File: src/rtl/ppbe_pkg.sv
package ppbe_pkg;

  localparam int unsigned RequestLengthDef  = 4;
  localparam int unsigned ResponseLengthDef = 8;

  // response bytes that are decoded: type, pad, two button bytes, four axes
  localparam int unsigned FrameBytes  = 8;
  localparam int unsigned FrameIdxW   = 3;
  localparam int unsigned MinOkBytes  = 4;

  localparam int unsigned CfgIdxW  = 3;
  localparam int unsigned CfgDataW = 8;

  localparam logic [CfgIdxW-1:0] CfgPortSelect    = 3'd0;
  localparam logic [CfgIdxW-1:0] CfgDeviceAddress = 3'd1;
  localparam logic [CfgIdxW-1:0] CfgPollCommand   = 3'd2;
  localparam logic [CfgIdxW-1:0] CfgRumbleFirst   = 3'd3;
  localparam logic [CfgIdxW-1:0] CfgRumbleSecond  = 3'd4;

  localparam logic [7:0] DeviceAddressRst = 8'd1;
  localparam logic [7:0] PollCommandRst   = 8'd66;

  localparam logic FuncStart    = 1'b0;
  localparam logic FuncExchange = 1'b1;

  localparam int unsigned InDataW  = 16;
  localparam int unsigned OutDataW = 96;

  typedef enum logic [1:0] {
    PhIdle = 2'd0,
    PhAddr = 2'd1,
    PhData = 2'd2
  } phase_e;

  typedef struct packed {
    logic       port_select;
    logic [7:0] device_address;
    logic [7:0] poll_command;
    logic [7:0] rumble_first;
    logic [7:0] rumble_second;
  } cfg_t;

  typedef struct packed {
    logic done;
    logic ok;
  } frame_stat_t;

  typedef logic [FrameBytes-1:0][7:0] store_t;
  typedef logic [3:0][7:0] axes_t;

endpackage

File: src/rtl/ppbe_cfg.sv
module ppbe_cfg (
  input  logic                               clk_i,
  input  logic                               rst_ni,
  input  logic                               cfg_we_i,
  input  logic [ppbe_pkg::CfgIdxW-1:0]       cfg_index_i,
  input  logic [ppbe_pkg::CfgDataW-1:0]      cfg_data_i,
  output ppbe_pkg::cfg_t                     cfg_o
);

  ppbe_pkg::cfg_t cfg_q, cfg_d;

  always_comb begin
    cfg_d = cfg_q;
    if (cfg_we_i) begin
      unique case (cfg_index_i)
        ppbe_pkg::CfgPortSelect:    cfg_d.port_select    = cfg_data_i[0];
        ppbe_pkg::CfgDeviceAddress: cfg_d.device_address = cfg_data_i;
        ppbe_pkg::CfgPollCommand:   cfg_d.poll_command   = cfg_data_i;
        ppbe_pkg::CfgRumbleFirst:   cfg_d.rumble_first   = cfg_data_i;
        ppbe_pkg::CfgRumbleSecond:  cfg_d.rumble_second  = cfg_data_i;
        default: ;
      endcase
    end
  end

  always_ff @(posedge clk_i or negedge rst_ni) begin
    if (!rst_ni) begin
      cfg_q.port_select    <= 1'b0;
      cfg_q.device_address <= ppbe_pkg::DeviceAddressRst;
      cfg_q.poll_command   <= ppbe_pkg::PollCommandRst;
      cfg_q.rumble_first   <= 8'd0;
      cfg_q.rumble_second  <= 8'd0;
    end else begin
      cfg_q <= cfg_d;
    end
  end

  assign cfg_o = cfg_q;

endmodule

File: src/rtl/ppbe_frame.sv
module ppbe_frame #(
  parameter int unsigned RequestLength  = ppbe_pkg::RequestLengthDef,
  parameter int unsigned ResponseLength = ppbe_pkg::ResponseLengthDef
) (
  input  logic                  clk_i,
  input  logic                  rst_ni,
  input  logic                  en_i,
  input  logic                  func_i,
  input  logic [7:0]            rx_byte_i,
  input  logic                  acked_i,
  input  ppbe_pkg::cfg_t        cfg_i,
  output logic [7:0]            tx_byte_o,
  output logic                  send_byte_o,
  output ppbe_pkg::frame_stat_t stat_o,
  output ppbe_pkg::store_t      store_o
);

  localparam int unsigned CntW = $clog2(ResponseLength + 1);

  ppbe_pkg::phase_e phase_q, phase_d;
  logic [CntW-1:0]  count_q, count_d;
  ppbe_pkg::store_t store_q, store_d;
  logic             done;

  function automatic logic [7:0] req_byte(input logic [CntW-1:0] idx,
                                          input ppbe_pkg::cfg_t cfg);
    logic [7:0] b;
    b = 8'd0;
    if (32'(idx) < RequestLength) begin
      unique case (32'(idx))
        0:       b = cfg.poll_command;
        2:       b = cfg.rumble_first;
        3:       b = cfg.rumble_second;
        default: b = 8'd0;
      endcase
    end
    return b;
  endfunction

  always_comb begin
    phase_d     = phase_q;
    count_d     = count_q;
    store_d     = store_q;
    tx_byte_o   = 8'd0;
    send_byte_o = 1'b0;
    done        = 1'b0;
    if (func_i == ppbe_pkg::FuncStart) begin
      store_d     = '0;
      count_d     = '0;
      phase_d     = ppbe_pkg::PhAddr;
      tx_byte_o   = cfg_i.device_address;
      send_byte_o = 1'b1;
    end else begin
      unique case (phase_q)
        ppbe_pkg::PhAddr: begin
          if (!acked_i || 32'(count_q) >= ResponseLength) begin
            done = 1'b1;
          end else begin
            phase_d     = ppbe_pkg::PhData;
            tx_byte_o   = req_byte(count_q, cfg_i);
            send_byte_o = 1'b1;
          end
        end
        ppbe_pkg::PhData: begin
          if (32'(count_q) < ppbe_pkg::FrameBytes) begin
            store_d[count_q[ppbe_pkg::FrameIdxW-1:0]] = rx_byte_i;
          end
          count_d = CntW'(count_q + 1'b1);
          if (!acked_i || 32'(count_d) >= ResponseLength) begin
            done = 1'b1;
          end else begin
            tx_byte_o   = req_byte(count_d, cfg_i);
            send_byte_o = 1'b1;
          end
        end
        default: ;
      endcase
    end
    if (done) begin
      phase_d = ppbe_pkg::PhIdle;
    end
  end

  always_ff @(posedge clk_i or negedge rst_ni) begin
    if (!rst_ni) begin
      phase_q <= ppbe_pkg::PhIdle;
      count_q <= '0;
      store_q <= '0;
    end else if (en_i) begin
      phase_q <= phase_d;
      count_q <= count_d;
      store_q <= store_d;
    end
  end

  assign stat_o.done = done;
  assign stat_o.ok   = done && (32'(count_d) >= ppbe_pkg::MinOkBytes);
  assign store_o     = store_d;

endmodule

File: src/rtl/ppbe_decode.sv
module ppbe_decode (
  input  logic                  clk_i,
  input  logic                  rst_ni,
  input  logic                  en_i,
  input  ppbe_pkg::frame_stat_t stat_i,
  input  ppbe_pkg::store_t      store_i,
  output logic [3:0]            device_type_o,
  output logic [15:0]           buttons_o,
  output logic [15:0]           pressed_o,
  output logic [15:0]           released_o,
  output ppbe_pkg::axes_t       axes_o
);

  logic [3:0]      type_q, type_d;
  logic [15:0]     buttons_q, buttons_d;
  ppbe_pkg::axes_t axes_q, axes_d;

  // buttons output is the newly decoded mask on a good frame, else the latched buttons
  always_comb begin
    type_d     = type_q;
    buttons_d  = buttons_q;
    axes_d     = axes_q;
    pressed_o  = 16'd0;
    released_o = 16'd0;
    if (stat_i.ok) begin
      type_d     = store_i[0][7:4];
      buttons_d  = {store_i[3], store_i[2]} ^ 16'hffff;
      axes_d     = {store_i[7], store_i[6], store_i[5], store_i[4]};
      pressed_o  = buttons_d & ~buttons_q;
      released_o = buttons_q & ~buttons_d;
    end
  end

  always_ff @(posedge clk_i or negedge rst_ni) begin
    if (!rst_ni) begin
      type_q    <= '0;
      buttons_q <= '0;
      axes_q    <= '0;
    end else if (en_i) begin
      type_q    <= type_d;
      buttons_q <= buttons_d;
      axes_q    <= axes_d;
    end
  end

  assign device_type_o = type_d;
  assign buttons_o     = buttons_d;
  assign axes_o        = axes_d;

endmodule

File: src/rtl/pad_poll_and_button_edges.sv
// A transaction's result is registered and shows on the master side the next cycle.
// Throughput: one transaction per cycle while the master side takes results; apart
// from config writes, state only updates in the pass from input to result register.
// Reset (rst_ni low, asynchronous): frame idle, response store and latched pad
// state cleared, registers at defaults (address 1, command 66), no result pending.
module pad_poll_and_button_edges #(
  parameter int unsigned RequestLength  = ppbe_pkg::RequestLengthDef,
  parameter int unsigned ResponseLength = ppbe_pkg::ResponseLengthDef
) (
  input  logic                              clk_i,
  input  logic                              rst_ni,
  input  logic                              s_axis_tvalid,
  output logic                              s_axis_tready,
  // [7:0] rx_byte, [8] acked, [15:9] zero
  input  logic [ppbe_pkg::InDataW-1:0]      s_axis_tdata,
  // [0] func
  input  logic                              s_axis_tuser,
  output logic                              m_axis_tvalid,
  input  logic                              m_axis_tready,
  // [7:0] tx_byte, [8] send_byte, [9] poll_ok, [13:10] device_type,
  // [29:14] buttons, [45:30] pressed, [61:46] released, [69:62] right_x,
  // [77:70] right_y, [85:78] left_x, [93:86] left_y, [95:94] zero
  output logic [ppbe_pkg::OutDataW-1:0]     m_axis_tdata,
  // frame_done
  output logic                              m_axis_tlast,
  input  logic                              cfg_we_i,
  input  logic [ppbe_pkg::CfgIdxW-1:0]      cfg_index_i,
  input  logic [ppbe_pkg::CfgDataW-1:0]     cfg_data_i
);

  ppbe_pkg::cfg_t        cfg;
  ppbe_pkg::frame_stat_t stat;
  ppbe_pkg::store_t      store;
  ppbe_pkg::axes_t       axes;
  logic                  s_hs;
  logic [7:0]            tx_byte;
  logic                  send_byte;
  logic [3:0]            device_type;
  logic [15:0]           buttons, pressed, released;

  logic                          m_valid_q, m_valid_d;
  logic [ppbe_pkg::OutDataW-1:0] m_data_q;
  logic                          m_last_q;

  assign s_axis_tready = !m_valid_q || m_axis_tready;
  assign s_hs          = s_axis_tvalid && s_axis_tready;

  ppbe_cfg u_cfg (
    .clk_i       (clk_i),
    .rst_ni      (rst_ni),
    .cfg_we_i    (cfg_we_i),
    .cfg_index_i (cfg_index_i),
    .cfg_data_i  (cfg_data_i),
    .cfg_o       (cfg)
  );

  ppbe_frame #(
    .RequestLength  (RequestLength),
    .ResponseLength (ResponseLength)
  ) u_frame (
    .clk_i       (clk_i),
    .rst_ni      (rst_ni),
    .en_i        (s_hs),
    .func_i      (s_axis_tuser),
    .rx_byte_i   (s_axis_tdata[7:0]),
    .acked_i     (s_axis_tdata[8]),
    .cfg_i       (cfg),
    .tx_byte_o   (tx_byte),
    .send_byte_o (send_byte),
    .stat_o      (stat),
    .store_o     (store)
  );

  ppbe_decode u_decode (
    .clk_i         (clk_i),
    .rst_ni        (rst_ni),
    .en_i          (s_hs),
    .stat_i        (stat),
    .store_i       (store),
    .device_type_o (device_type),
    .buttons_o     (buttons),
    .pressed_o     (pressed),
    .released_o    (released),
    .axes_o        (axes)
  );

  always_comb begin
    m_valid_d = m_valid_q;
    if (s_hs) begin
      m_valid_d = 1'b1;
    end else if (m_axis_tready) begin
      m_valid_d = 1'b0;
    end
  end

  always_ff @(posedge clk_i or negedge rst_ni) begin
    if (!rst_ni) begin
      m_valid_q <= 1'b0;
    end else begin
      m_valid_q <= m_valid_d;
    end
  end

  always_ff @(posedge clk_i) begin
    if (s_hs) begin
      m_data_q <= {2'b00, axes[3], axes[2], axes[1], axes[0], released, pressed,
                   buttons, device_type, stat.ok, send_byte, tx_byte};
      m_last_q <= stat.done;
    end
  end

  assign m_axis_tvalid = m_valid_q;
  assign m_axis_tdata  = m_data_q;
  assign m_axis_tlast  = m_last_q;

`ifndef SYNTHESIS
  assert property (@(posedge clk_i) disable iff (!rst_ni)
    m_axis_tvalid && m_axis_tlast |-> !m_axis_tdata[8])
    else $error("frame end with another byte requested");

  assert property (@(posedge clk_i) disable iff (!rst_ni)
    m_axis_tvalid && m_axis_tdata[9] |-> m_axis_tlast)
    else $error("poll ok outside frame end");

  assert property (@(posedge clk_i) disable iff (!rst_ni)
    m_axis_tvalid |-> (m_axis_tdata[45:30] & m_axis_tdata[61:46]) == 16'd0)
    else $error("button both pressed and released");

  assert property (@(posedge clk_i) disable iff (!rst_ni)
    s_hs && s_axis_tuser == ppbe_pkg::FuncStart |=> m_axis_tvalid && !m_axis_tlast)
    else $error("start transaction did not yield an open frame result");
`endif

endmodule
File: config.mk
export PLATFORM = sky130hd
export DESIGN_NAME = pad_poll_and_button_edges
export DESIGN_NICKNAME = d
export VERILOG_FILES = /design/src/rtl/ppbe_pkg.sv /design/src/rtl/ppbe_cfg.sv /design/src/rtl/ppbe_frame.sv /design/src/rtl/ppbe_decode.sv /design/src/rtl/pad_poll_and_button_edges.sv
export SDC_FILE = /design/constraint.sdc
export NUM_CORES = 1
export LEC_CHECK = 0
export BUFFER_PORTS_ARGS = -buffer_cell sky130_fd_sc_hd__buf_4
export CORE_MARGIN = 5
export CORE_UTILIZATION = 45
export DETAILED_ROUTE_END_ITERATION = 10
export MAX_ROUTING_LAYER = met4
export PLACE_DENSITY = 0.64
export SKIP_LAST_GASP = 1
export SLEW_MARGIN = 0
export SYNTH_ARGS = -nofsm -noshare
export SYNTH_HDL_FRONTEND = slang
export SYNTH_HIERARCHICAL = 1
export SYNTH_SLANG_ARGS = --single-unit
File: constraint.sdc
create_clock -name clk_i -period 2.8 [get_ports clk_i]
set_input_delay 0.14 -clock clk_i [delete_from_list [all_inputs] [get_ports clk_i]]
set_output_delay 0.14 -clock clk_i [all_outputs]
set_load 0.01 [all_outputs]
==> results of run 1 <==
cell type report:
type / instances / area (sq um)
Fill cell: 2107 / 11000
Sequential cell: 238 / 6430
Multi-Input combinational cell: 599 / 4290
Timing Repair Buffer: 159 / 1330
Clock buffer: 35 / 694
Tap cell: 324 / 405
Clock inverter: 13 / 154
Inverter: 18 / 67.6
worst paths after layout:
path / end / depth (start not counted)
worst max-delay path: u_decode/axes_q[24] / 8
worst min-delay path: u_frame/store_q[35] / 3
worst max register to register: u_decode/axes_q[24] / 8
worst min register to register: u_frame/store_q[36] / 2
max in group asynchronous: u_decode/axes_q[19] / 3
min in group asynchronous: u_cfg/cfg_o[4] / 2
state kept, by name, indices dropped and copies added (netlist names):
name                cells
u_cfg/cfg_o            32
u_decode/buttons_q     16
u_frame/phase_q         2
u_frame/store_q        52
m_axis_tvalid           1
u_frame/count_q         4
u_decode/type_q         4
m_axis_tdata           94
m_axis_tlast            1
u_decode/axes_q        32
worst min-delay path, stage by stage:
cell and delay (ns):
buf_4 0.16, nand2_1 0.08, o221ai_1 0.11
power by group:
| group | switching [W] | total, W | internal, W |
|---|---|---|---|
| combinational | 0.00126 | 0.00258 | 0.00133 |
| sequential | 0.000464 | 0.00504 | 0.00458 |
| clock | 0.00137 | 0.00339 | 0.00202 |
per-layer routing:
| metal | share of wire, % | vias to the layer above |
|---|---|---|
| met4 | 1.5 | 0 |
| met5 | 0 | - |
| met2 | 49 | 230 |
| met1 | 45 | 3784 |
| met3 | 5.0 | 33 |
| li1 | - | 3622 |
timing repair:
action / 4_1_cts / 5_1_grt
hold buffers: 12 / 0
setup endpoints to repair: 0 / 0
endpoints found under the hold margin: 98 / 0
per-stage QoR:
| step | total power [W] | hold slack, ns | instances | util, % |
|---|---|---|---|---|
| final | 0.0110 | 0.0307 | 1386 | 54.8 |
| after global routing | 0.0116 | 0.0396 | 1386 | 54.8 |
| after CTS | 0.0111 | 0.0104 | 1386 | 54.8 |
| after detailed placement | 0.00765 | 0.206 | 1326 | 50.9 |
| after global placement | 0.00757 | 0.199 | 1326 | 50.9 |
| after floorplan | 0.00681 | -0.156 | 936 | - |
==> results.json, run 1 <==
{
  "layout_common_cells": "140 x dfrtp_1, 138 x buf_4, 132 x nand2_1, 95 x edfxtp_1, 85 x a21oi_1",
  "drv_cap": 0,
  "postCtsResizedCells": 0,
  "clk_pin_slew_worst_paths_ns": 0.06,
  "setup_slack_ns": 0.242,
  "syn2layout_area_growth_pct": 19.5,
  "endpoint_kind": "flip-flop",
  "synthesis.instances": 935,
  "chipWidth_um": 168,
  "clock_path_buffers": 3,
  "status": "finished, final reports clean",
  "grt_pass1_vias": 7540,
  "clock_latency_ns": 0.53,
  "num_vias": 7669,
  "netlist_area_sq_um": 11200,
  "min_period_over_period_pct": 91.3,
  "cts_buffers": 26,
  "cts_setup_buffers": 0,
  "dpl_cell_area_sq_um": 12400,
  "slew_headroom_pct": 45.0,
  "grt_antenna_before_repair": 0,
  "grtUsageMet3_pct": 2.36,
  "worst-r2r-setup-slack_ns": 0.24,
  "crit_slowest_cell": "and2_2",
  "dieArea_sq_um": 28100,
  "fmax_ghz": 0.391,
  "antennaDiodeCount": 0,
  "num_io_pins": 132,
  "path_cells": "inv_1 > ha_1 > a21oi_1 > or2_1 > nor4_4 > and2_2 > buf_12 > mux2_4",
  "grt_max_degree": 118,
  "initialDrtViolationCount": 625,
  "r2r-start": "u_frame/phase_q[0]",
  "ant_nets": 0,
  "design_area_sq_um": 13400,
  "rsz0062_at_grt": "false",
  "drc": 0,
  "ir_drop_mv": 0.420,
  "viasPerCell": 5.53,
  "post_drt_wl_per_cell_um": 18.8,
  "routed_wl_um": 26100,
  "start_util_pct": 45.9,
  "grt_use_total_pct": 18.5,
  "slew_viol_final": 0,
  "setup_viol": 0,
  "tns_ns": 0,
  "cts_root_buf": "clkbuf_16",
  "start_kind": "flip-flop",
  "critPathTopFamily": "simple AND/OR/NAND/NOR gates",
  "hold_path_startpoint": "s_axis_tdata[3]",
  "layout_commonest_cell": "dfrtp_1",
  "critPathLaunch": "u_frame/phase_q[0]",
  "cpPeakStageDelay_ns": 0.43,
  "crit_type": "reg -> reg",
  "num-nets-final": 1083,
  "rows": 57,
  "overflow": 0,
  "period_minus_slack_ns": 2.56,
  "worst_pin_slew_ns": 0.824,
  "numPortBuffers": 122,
  "critPathArrivalTime_ns": 2.95,
  "cts_tree": "done",
  "leakage_nw": 5.72,
  "hp-class": "in -> reg",
  "worst-path-buf-inv": 2,
  "met2_usage_pct": 29.9,
  "die_height_um": 168,
  "dp.final_hpwl_um": 16200,
  "finClkSkew_ns": 0.0231,
  "drive_above_1_share_pct": 30.2,
  "cts_sinks": 238,
  "core_sq_um": 24400,
  "hold_viol": 0,
  "pwr_density_cell_nw_per_um2": 824,
  "required_ns": 3.20,
  "gp_congestion": 0.776,
  "grt_pass1_wl_um": 41500,
  "htree_levels": 1,
  "synth_area_per_cell_sq_um": 12.0,
  "use_met1_pct": 25.4,
  "busiest_layer": "met2",
  "drt-pass1-iter-count": 7,
  "post-place-ws_ns": 0.263,
  "worstPathMaxFanout": 12,
  "yosys_warnings": 6
}
(Power assumes the default switching activity.)
==> run 2: changes to the inputs <==
CORE_UTILIZATION = 25   (was 45)
GPL_TIMING_DRIVEN = 0   (was default)
PLACE_DENSITY = 0.41   (was 0.64)
RECOVER_POWER = 25   (was default)
==> run 2 against run 1 <==
  * Largest cell class unchanged
  * Via count rose by 5.8%
  * Combinational power grew 6%
  * Register-to-register slack got worse by 0.13 ns
  * Sequential power about the same
  * Non-clock buffer count rose by 56
  * Global-route usage fell by 4.6 points
  * The flow now finishes with violations (capacitance limit, slew limit)
  * Clock skew decreased by 0.0042 ns
  * Largest power group unchanged
  * Utilization is 23 points lower
  * Final area grew 5.4%
  * Critical endpoint is now u_decode/axes_q[12]
  * Clock power grew 20%
==> results.json, run 2 (synthesis gave the netlist of run 1 again) <==
{
  "grt_antenna_before_repair": 3,
  "hp-class": "in -> reg",
  "drive_above_1_share_pct": 30.0,
  "worst_pin_slew_ns": 1.57,
  "cts_tree": "done",
  "post-place-ws_ns": -1.12,
  "tns_ns": 0,
  "viasPerCell": 4.72,
  "grt_use_total_pct": 13.9,
  "hold_viol": 0,
  "fmax_ghz": 0.372,
  "hold_path_startpoint": "s_axis_tdata[7]",
  "dp_cells": 1644,
  "critPathArrivalTime_ns": 3.13,
  "syn2layout_area_growth_pct": 25.9,
  "gp_congestion": 0.766,
  "total_power_w": 0.0118,
  "cts_buffers": 29,
  "drc": 0,
  "drt-pass1-iter-count": 6,
  "layout_common_cells": "138 x dfrtp_1, 132 x nand2_1, 128 x buf_4, 95 x edfxtp_1, 85 x a21oi_1",
  "post_drt_wl_per_cell_um": 20.4,
  "rsz0062_at_grt": "true",
  "layout_commonest_cell": "dfrtp_1",
  "slew_headroom_pct": -4.96,
  "leakage_nw": 5.89,
  "finClkSkew_ns": 0.0190,
  "pwr_density_cell_nw_per_um2": 840,
  "period_minus_slack_ns": 2.69,
  "fin_cells": 1720,
  "chipWidth_um": 222,
  "clock_path_buffers": 3,
  "grt_pass1_wl_um": 52600,
  "setup_viol": 0,
  "ir_drop_mv": 0.406,
  "num-nets-final": 1143,
  "nFillCells": 4523,
  "rows": 77,
  "whs_path_depth": 3,
  "htree_levels": 1,
  "num_io_pins": 132,
  "num_vias": 8112,
  "r2r_cells": 11,
  "largest_reg_flops": 94,
  "r2r-start": "u_frame/count_q[0]",
  "routed_wl_um": 35000,
  "worstPathMaxFanout": 10,
  "dp.final_hpwl_um": 22800,
  "initialDrtViolationCount": 597,
  "cts_root_buf": "clkbuf_16",
  "status": "finished, violations left",
  "core_sq_um": 44200,
  "grt_max_degree": 88,
  "clk_pin_slew_worst_paths_ns": 0.06,
  "slew_viol_final": 58,
  "setup_slack_ns": 0.109,
  "r2r-end": "u_decode/axes_q[12]",
  "dieArea_sq_um": 49100,
  "grt_pass1_vias": 8317,
  "crit_type": "reg -> reg",
  "overflow": 0,
  "drv_cap": 1,
  "required_ns": 3.23,
  "cts_sinks": 238,
  "ant_nets": 0,
  "worst-r2r-setup-slack_ns": 0.11,
  "die_height_um": 222,
  "min_period_over_period_pct": 96.1,
  "start_util_pct": 25.3,
  "numPortBuffers": 114,
  "start_kind": "flip-flop",
  "clock_latency_ns": 0.57,
  "endpoint_kind": "flip-flop",
  "violations": "capacitance limit, slew limit",
  "whs_endpoint": "u_frame/store_q[39]"
}
[run 2: worst max path at each step]
stage,cells after the start,slack (ns),startpoint,endpoint
2_1_floorplan,8,0.22,u_frame/count_q[1],m_axis_tdata[76]
3_5_place_dp,9,-1.12,u_frame/count_q[1],m_axis_tdata[27]
3_3_place_gp,9,-1.14,u_frame/count_q[1],m_axis_tdata[27]
4_1_cts,10,0.02,u_frame/phase_q[0],m_axis_tdata[12]
5_1_grt,12,0.002,u_frame/phase_q[0],u_decode/axes_q[7]
6_report,11,0.11,u_frame/count_q[0],u_decode/axes_q[12]
[run 2: repair_timing]
item	in CTS	in global routing
buffers inserted	7	0
pin swaps	1	2
hold buffers	11	0
setup endpoints to repair	139	129
gates cloned	0	1
endpoints found under the hold margin	116	0
resized for setup	13	16
[run 2: layer usage]
layer,vias up,routed length [um],global-route usage [%]
met1,4094,16000,18.9
met2,217,16600,22.0
li1,3765,-,-
met4,0,633,3.22
met5,-,0,-
met3,36,1760,2.32
[run 2: final cells by class]
| class | count | area, sq um | area share [%] |
|---|---|---|---|
| antenna | 3 | 7.51 | 0.0533 |
| buffer | 81 | 474 | 3.36 |
| clock buffer | 32 | 747 | 5.30 |
| clock inverter | 22 | 282 | 2.00 |
| inverter | 18 | 67.6 | 0.479 |
| multi-input combinational | 600 | 4280 | 30.4 |
| sequential | 238 | 6440 | 45.7 |
| tap | 592 | 741 | 5.26 |
| timing repair buffer | 134 | 1060 | 7.51 |
[run 2: stage by stage]
step	cell area (sq um)	utilization (%)	hold slack, ns
final	14100	31.9	0.169
after global routing	14100	31.9	0.180
after CTS	14100	31.8	0.141
after detailed placement	12900	29.1	0.228
after global placement	12800	28.9	0.347
after floorplan	11200	-	-0.156
[run 2: where the power goes]
group	switching (W)	internal, W	leakage, nW
Sequential	0.000464	0.00458	2.68
Combinational	0.00139	0.00135	2.71
Clock	0.00158	0.00248	0.499
Total	0.00344	0.00840	5.89
[run 2: worst max-delay path, cell delays in order, from the launching register on]
cell and delay, ns:
dfrtp_2 0.44, ha_1 0.22, clkbuf_4 0.21, and2_1 0.19, o31ai_1 0.35, nor4_4 0.07
buf_4 0.16, buf_4 0.17, and2_1 0.15, buf_6 0.13, buf_6 0.16, mux2_4 0.30
==> run 3: changes to the inputs <==
CORE_MARGIN = default   (was 5)
clock period = 3.1 ns   (was 2.8 ns; I/O delays follow)
==> run 3 against run 2 <==
  * Final cell count shrank 0.35%
  * Combinational power shrank 12%
  * Non-clock buffer count shrank 4
  * Final area shrank 0.85%
  * The flow still finishes with violations (capacitance limit, slew limit)
  * Highest routed layer unchanged
  * Wire length shrank 3.3%
==> results.json, run 3 (synthesis gave the netlist of run 1 again) <==
{
  "pwr_density_cell_nw_per_um2": 753,
  "endpoint_kind": "flip-flop",
  "grt_use_total_pct": 15.4,
  "tns_ns": 0,
  "path_cells": "inv_1 > ha_1 > buf_2 > a21oi_1 > or2_1 > nor4_4 > buf_4 > buf_4 > clkbuf_4 > mux2_2",
  "slew_headroom_pct": -60.6,
  "start_util_pct": 25.3,
  "core_sq_um": 44200,
  "finClkSkew_ns": 0.00879,
  "leakage_nw": 5.85,
  "drive_above_1_share_pct": 29.1,
  "post_drt_wl_per_cell_um": 19.8,
  "overflow": 0,
  "grt_pass1_wl_um": 51700,
  "dieArea_sq_um": 45600,
  "clk_pin_slew_worst_paths_ns": 0.06,
  "period_minus_slack_ns": 2.93,
  "grt_max_degree": 100,
  "clock_latency_ns": 0.56,
  "drt-pass1-iter-count": 5,
  "r2r_cells": 10,
  "num-nets-final": 1138,
  "cts_root_buf": "clkbuf_16",
  "initialDrtViolationCount": 545,
  "htree_levels": 1,
  "syn2layout_area_growth_pct": 24.8,
  "clock_path_buffers": 3,
  "layout_common_cells": "138 x dfrtp_1, 132 x nand2_1, 121 x buf_4, 95 x edfxtp_1, 85 x a21oi_1",
  "largest_reg_flops": 94,
  "ir_drop_mv": 0.316,
  "slew_viol_final": 45,
  "layout_commonest_cell": "dfrtp_1",
  "rsz0062_at_grt": "false",
  "cts_buffers": 29,
  "cpPeakStageDelay_ns": 0.40,
  "hp-class": "in -> reg",
  "grt_antenna_before_repair": 2,
  "whs_path_depth": 3,
  "numPortBuffers": 114,
  "chipWidth_um": 214,
  "die_height_um": 214,
  "ant_nets": 0,
  "viasPerCell": 4.70,
  "drc": 0,
  "status": "finished, violations left",
  "critPathArrivalTime_ns": 3.23,
  "crit_type": "reg -> reg",
  "crit_path_frequent_cell": "buf_4",
  "fin_cells": 1714,
  "setup_viol": 0,
  "num_io_pins": 132,
  "grt_pass1_vias": 8249,
  "required_ns": 3.40,
  "hold_viol": 0,
  "start_kind": "flip-flop",
  "crit_slowest_cell": "mux2_2",
  "nFillCells": 4482,
  "worstPathMaxFanout": 10,
  "cts_sinks": 238,
  "total_power_w": 0.0105,
  "num_vias": 8057,
  "routed_wl_um": 33900,
  "rows": 77,
  "worst_pin_slew_ns": 2.41,
  "drv_cap": 1,
  "violations": "capacitance limit, slew limit",
  "fmax_ghz": 0.342,
  "dp_cells": 1644,
  "min_period_over_period_pct": 94.4,
  "dp.final_hpwl_um": 22300,
  "cts_tree": "done",
  "gp_congestion": 0.791
}
[run 3: final timing paths]
check | startpoint | end | slack (ns)
setup / recovery | u_frame/phase_q[0] | m_axis_tdata[12] | 0.17
hold / removal | cfg_index_i[2] | u_cfg/cfg_o[14] | 0.21
setup reg to reg | u_frame/phase_q[0] | m_axis_tdata[12] | 0.17
hold reg to reg | u_frame/store_q[35] | u_frame/store_q[35] | 0.49
max in group asynchronous | rst_ni | u_frame/count_q[1] | 0.53
min in group asynchronous | rst_ni | m_axis_tvalid | 1.05
[run 3: stage by stage]
stage | utilization (%) | instance area [sq um] | worst slack, ns | hold slack, ns
2_1_floorplan | - | 11200 | 0.517 | -0.141
3_3_place_gp | 28.9 | 12800 | -0.837 | 0.363
3_5_place_dp | 29.1 | 12900 | -0.756 | 0.0831
4_1_cts | 31.6 | 14000 | 0.0278 | 0.0733
5_1_grt | 31.6 | 14000 | 0.00904 | 0.214
6_report | 31.6 | 14000 | 0.172 | 0.215
[run 3: power breakdown]
group,leakage [nW],switching (W),internal (W)
logic,2.69,0.00123,0.00118
registers,2.68,0.000429,0.00413
clock network,0.486,0.00139,0.00217
total,5.85,0.00304,0.00748
[run 3: what timing repair did]
| item | CTS | global route |
|---|---|---|
| buffers inserted | 3 | 0 |
| setup endpoints to repair | 136 | 51 |
| pin swaps | 1 | 0 |
| hold buffers | 11 | 0 |
| resized for setup | 4 | 9 |
| hold endpoints to repair | 93 | 0 |
[run 3: metal layers]
| metal | GRT usage [%] | wire (um) | vias up | part of all wire, % |
|---|---|---|---|---|
| li1 | - | - | 3748 | - |
| met1 | 20.8 | 15800 | 4033 | 47 |
| met2 | 23.8 | 15600 | 220 | 46 |
| met3 | 2.33 | 1680 | 56 | 5.0 |
| met4 | 4.58 | 792 | 0 | 2.3 |
| met5 | - | 0 | - | 0 |
[run 3: layout make-up]
type	count	area (sq um)	area share, %
Multi-Input combinational cell	599	4260	30.5
Timing Repair Buffer	130	1040	7.43
Clock inverter	14	178	1.27
Inverter	18	67.6	0.484
Clock buffer	40	817	5.85
Buffer	81	430	3.08
Tap cell	592	741	5.30
Sequential cell	238	6440	46.1
Antenna cell	2	5.00	0.0358
[run 3: critical path: cells and delay by family, from the launching register on]
kind	cells	cell delay (ns)
flip-flops	1	0.39
multiplexers	1	0.40
buffers and inverters	5	0.98
AO/OA/AOI/OAI	1	0.10
AND/OR/NAND/NOR	2	0.52
adder cells (fa/ha/maj)	1	0.27
